## src/rtl/sorted_table_binary_search_assert.svh

```systemverilog
// ----------------------------------------------------------------------------
// Sorted-table binary search: assertion macros
// Shared property wrappers, clocked on clk_i and disabled in reset.
// ----------------------------------------------------------------------------
`ifndef SORTED_TABLE_BINARY_SEARCH_ASSERT_SVH
`define SORTED_TABLE_BINARY_SEARCH_ASSERT_SVH

// Plain property, checked every cycle outside reset.
`define STBS_ASSERT(lbl, prop, msg) \
  lbl: assert property (@(posedge clk_i) disable iff (!rst_ni) (prop)) else $error(msg);

// Antecedent in one cycle implies consequent in the next.
`define STBS_ASSERT_NEXT(lbl, ante, cons, msg) \
  lbl: assert property (@(posedge clk_i) disable iff (!rst_ni) (ante) |=> (cons)) \
    else $error(msg);

`endif

```

## src/rtl/stbs_pkg.sv

```systemverilog
// ----------------------------------------------------------------------------
// Sorted-table binary search: package
// Field widths, command codes, FSM states and controller/datapath bundles.
// ----------------------------------------------------------------------------
package stbs_pkg;

  localparam int unsigned DEF_TABLE_DEPTH = 256;
  localparam int unsigned DEF_VALUE_WIDTH = 32;

  // fixed request/response field widths
  localparam int unsigned CFG_W   = 9;
  localparam int unsigned INDEX_W = 8;
  localparam int unsigned DATA_W  = 32;
  localparam int unsigned POS_W   = 8;

  // request command codes
  localparam logic CMD_WRITE  = 1'b0;
  localparam logic CMD_SEARCH = 1'b1;

  typedef enum logic [1:0] {
    S_IDLE,
    S_PROBE,
    S_EMIT
  } stbs_state_e;

  typedef struct packed {
    logic write;      // store one table entry
    logic start;      // load interval and key, issue first read
    logic step;       // narrow interval, issue next read
    logic mark_hit;
    logic mark_miss;
    logic emit;       // load output register
  } stbs_cmd_t;

  typedef struct packed {
    logic empty;      // saturated count is zero
    logic hit;        // probe equals key
    logic go_left;    // probe greater than key
    logic left_ok;    // left half not empty
    logic right_ok;   // right half not empty
    logic out_free;   // output register can take a result
  } stbs_status_t;

endpackage

```

## src/rtl/stbs_ctrl.sv

```systemverilog
// ----------------------------------------------------------------------------
// Sorted-table binary search: controller
// Sequences writes, probe iterations and result hand-off.
// ----------------------------------------------------------------------------
`include "sorted_table_binary_search_assert.svh"

module stbs_ctrl import stbs_pkg::*; (
  input  logic         clk_i,
  input  logic         rst_ni,
  input  logic         req_valid_i,
  input  logic         req_cmd_i,
  output logic         req_ready_o,
  input  stbs_status_t status_i,
  output stbs_cmd_t    cmd_o
);

  stbs_state_e state_q, state_d;
  logic        accept;
  logic        go_on;

  assign req_ready_o = (state_q == S_IDLE);
  assign accept      = req_valid_i && req_ready_o;
  // another probe exists on the chosen side
  assign go_on       = status_i.go_left ? status_i.left_ok : status_i.right_ok;

  always_ff @(posedge clk_i or negedge rst_ni) begin
    if (!rst_ni) begin
      state_q <= S_IDLE;
    end else begin
      state_q <= state_d;
    end
  end

  always_comb begin
    state_d = state_q;
    unique case (state_q)
      S_IDLE: begin
        if (accept && (req_cmd_i == CMD_SEARCH)) begin
          state_d = status_i.empty ? S_EMIT : S_PROBE;
        end
      end
      S_PROBE: begin
        if (status_i.hit || !go_on) begin
          state_d = S_EMIT;
        end
      end
      S_EMIT: begin
        if (status_i.out_free) begin
          state_d = S_IDLE;
        end
      end
      default: state_d = S_IDLE;
    endcase
  end

  always_comb begin
    cmd_o = '0;
    unique case (state_q)
      S_IDLE: begin
        if (accept) begin
          if (req_cmd_i == CMD_WRITE) begin
            cmd_o.write = 1'b1;
          end else if (status_i.empty) begin
            cmd_o.mark_miss = 1'b1;
          end else begin
            cmd_o.start = 1'b1;
          end
        end
      end
      S_PROBE: begin
        if (status_i.hit) begin
          cmd_o.mark_hit = 1'b1;
        end else if (go_on) begin
          cmd_o.step = 1'b1;
        end else begin
          cmd_o.mark_miss = 1'b1;
        end
      end
      S_EMIT: begin
        cmd_o.emit = status_i.out_free;
      end
      default: cmd_o = '0;
    endcase
  end

  `STBS_ASSERT_NEXT(a_search_leaves_idle, accept && (req_cmd_i == CMD_SEARCH), state_q != S_IDLE, "search request did not start a search")
  `STBS_ASSERT_NEXT(a_write_stays_idle, accept && (req_cmd_i == CMD_WRITE), state_q == S_IDLE, "write request left idle")
  `STBS_ASSERT(a_single_command, $onehot0(cmd_o), "more than one datapath command")

endmodule

```

## config.mk

```make
export PLATFORM = sky130hd
export DESIGN_NAME = stbs_ctrl
export DESIGN_NICKNAME = d
export VERILOG_FILES = /design/src/rtl/stbs_pkg.sv /design/src/rtl/stbs_ctrl.sv
export VERILOG_INCLUDE_DIRS = /design/src /design/src/rtl
export SDC_FILE = /design/constraint.sdc
export NUM_CORES = 1
export LEC_CHECK = 0
export ABC_AREA = 0
export BUFFER_PORTS_ARGS = -buffer_cell sky130_fd_sc_hd__buf_2
export CAP_MARGIN = 20
export CORE_AREA = 2 2 39 41
export CTS_BUF_LIST = sky130_fd_sc_hd__clkbuf_4 sky130_fd_sc_hd__clkbuf_8 sky130_fd_sc_hd__clkbuf_16
export DETAILED_ROUTE_END_ITERATION = 7
export DIE_AREA = 0 0 41 43
export PLACE_DENSITY_LB_ADDON = 0.12
export SETUP_SLACK_MARGIN = 0.4
export SYNTH_ARGS = -nofsm -noshare
export SYNTH_HDL_FRONTEND = slang
export SYNTH_SLANG_ARGS = --single-unit
```

## constraint.sdc

```tcl
create_clock -name clk_i -period 1.9 [get_ports clk_i]
set_clock_uncertainty 0.1 [all_clocks]
set_input_delay 0.19 -clock clk_i [delete_from_list [all_inputs] [get_ports clk_i]]
set_output_delay 0.19 -clock clk_i [all_outputs]
set_load 0.01 [all_outputs]
```

==> impl_metrics.json <==
{
  "rows": 14,
  "cp-start-kind": "flip-flop",
  "end_kind": "output pin",
  "cts-root-buf": "clkbuf_4",
  "grt_use_total_pct": 6.124,
  "cts_buffers": 3,
  "synthCells": 18,
  "port_buffers": 16,
  "critPathLaunch": "state_q[1]",
  "avgSynthCellArea_um2": 9.036,
  "clk_pin_slew_ns": 0.03,
  "ys_types": 14,
  "die_x_um": 41,
  "grt_pass1_vias": 208,
  "cts_tree": "done",
  "die_y_um": 43,
  "synth_nets": 28,
  "regMostFlops": "state_q",
  "power.density_nw_per_um2": 710.1,
  "worstPathRequired_ns": 1.61,
  "worst_slew_pin_slew_ns": 0.1967,
  "drive_above_1_share_pct": 69.23,
  "r2r_end": "state_q[0]",
  "fillers": 163,
  "totalWireLength_um": 497,
  "status": "finished clean",
  "drv_cap": 0,
  "ant_nets": 0,
  "viasPerCell": 3.818,
  "final_common_cell": "buf_2",
  "grt_first_pass_wirelength_um": 717,
  "placed_area_um2": 262.8,
  "regToRegSetupSlack_ns": 0.66,
  "worst_hold_slack_ns": 0.1014,
  "hpwl_um": 407.4,
  "antenna_found_initial": 0,
  "crit_chain": "nand2b_4 > nor3b_4 > buf_2",
  "gp_congestion": 0.6097,
  "hp-class": "input port to flip-flop",
  "max_slew_margin_pct": 86.77,
  "final_area_um2": 326.6,
  "hold_viol": 0,
  "irDropWorstVdd_uv": 213.2,
  "r2r_cells": 4,
  "insertion_delay_ns": 0.22,
  "cpPeakStageDelay_ns": 0.41,
  "syn_area_um2": 162.7,
  "criticalPathCategory": "flip-flop to output pin",
  "grt_start_max_net_pins": 5,
  "rr_startpoint": "state_q[1]",
  "worstPathMaxFanout": 4,
  "synth-seq-cells": 2,
  "core_area_um2": 1384,
  "finalPower_mw": 0.2319,
  "yosysWarnings": 0,
  "ys_seq_area_share_pct": 30.77,
  "gr-total-overflow": 0,
  "area_growth_syn_to_layout_pct": 100.8,
  "cts_max_path_buffers": 2,
  "largest_register_ffs": 2,
  "cts_htree_levels": 1,
  "clkSinkCount": 2,
  "worstPathArrival_ns": 1.19,
  "max_freq_ghz": 0.6745,
  "totalNegativeSetupSlack_ns": 0,
  "fin_nets": 51,
  "first_pass_iters": 3,
  "num_antenna_cells": 0,
  "drt_iter0_markers": 4,
  "finalSetupViolations": 0,
  "crit_slowest_cell": "dfrtp_1",
  "p_leak_nw": 0.1746,
  "final_max_slew_viol_count": 0,
  "rsz0062_at_grt": "yes",
  "die-area_um2": 1763,
  "crit_end": "cmd_o[3]",
  "dpl.cell_count": 50,
  "final_cell_mix": "buf_2, clkbuf_4, nor2_1",
  "final_cells": 55,
  "fin_crit_sh_pct": 78.03,
  "finalCriticalPeriod_ns": 1.483,
  "remaining_drc_errors": 0,
  "start_util_pct": 11.75,
  "biggestRegsByFlops": "state_q (2)",
  "pin_count": 17,
  "vias": 210,
  "wl_per_cell_um": 9.036
}
-- power by group --
| part | internal [mW] | switching (mW) |
|---|---|---|
| clock | 0.0699 | 0.0259 |
| combinational | 0.0418 | 0.0357 |
| sequential | 0.0493 | 0.00920 |
| total | 0.161 | 0.0708 |
-- what timing repair did --
action | CTS | global route
gates resized for setup | 2 | 5
pin swaps | 0 | 4
setup endpoints to repair | 2 | 3
endpoints found under the hold margin | 2 | 0
setup buffers | 0 | 1
hold buffers | 1 | 0
-- cell usage after synthesis, drive strengths merged --
library cell / instances / share of area, %
o21bai: 1 / 4.6
o31ai: 1 / 4.6
nand4: 1 / 3.8
and3b: 1 / 5.4
dfrtp: 2 / 31
nand2: 1 / 2.3
mux2: 1 / 9.2
or3b: 1 / 5.4
nand2b: 1 / 3.8
nor3b: 1 / 12
nor2: 4 / 9.2
a31oi: 1 / 3.8
inv: 1 / 2.3
nand3: 1 / 3.1
-- critical path: cells and delay by family, from the launching register on --
family | cells | cell delay, ns
buf+inv | 1 | 0.16
flops | 1 | 0.41
simple gates | 2 | 0.39
-- cells by family (layout without fill, tap and decap cells) --
group,count (synthesis),after routing,synth area share (%)
multiplexers,1,1,9.228
AO/OA/AOI/OAI,3,3,13.08
AND/OR/NAND/NOR,11,11,44.62
buffers and inverters,1,22,2.305
flip-flops,2,2,30.77
-- worst min-delay path by stage --
stage / from / endpoint / slack [ns] / cells past startpoint
final: status_i[5] / state_q[0] / 0.10 / 2
after global routing: status_i[5] / state_q[0] / 0.12 / 2
after CTS: status_i[5] / state_q[0] / 0.10 / 2
after detailed placement: rst_ni / state_q[0] / -0.12 / 1
after global placement: rst_ni / state_q[0] / -0.12 / 1
after floorplan: rst_ni / state_q[0] / -0.21 / 0
-- layout make-up --
class	count	area, um^2	share of cell area, %
clock buffer	3	22.52	6.897
inverter	1	3.754	1.149
multi-input combinational	15	131.4	40.23
sequential	2	51.30	15.71
tap	16	20.02	6.130
timing repair buffer	18	97.59	29.89
-- per-layer routing --
metal	vias up	part of all wire, %	global-route usage (%)
met3	0	5.6	0
met5	-	0	0
met1	93	39	6.431
met2	9	56	10.00
met4	0	0	6.000
li1	108	-	-
-- stage by stage --
step / util [%] / worst slack [ns]
4_1_cts: 21.70 / 0.3602
2_1_floorplan: - / 0.6443
5_1_grt: 23.60 / 0.3820
6_report: 23.60 / 0.4174
3_3_place_gp: 18.99 / 0.5790
3_5_place_dp: 18.99 / 0.5746
(Power assumes the default switching activity.)
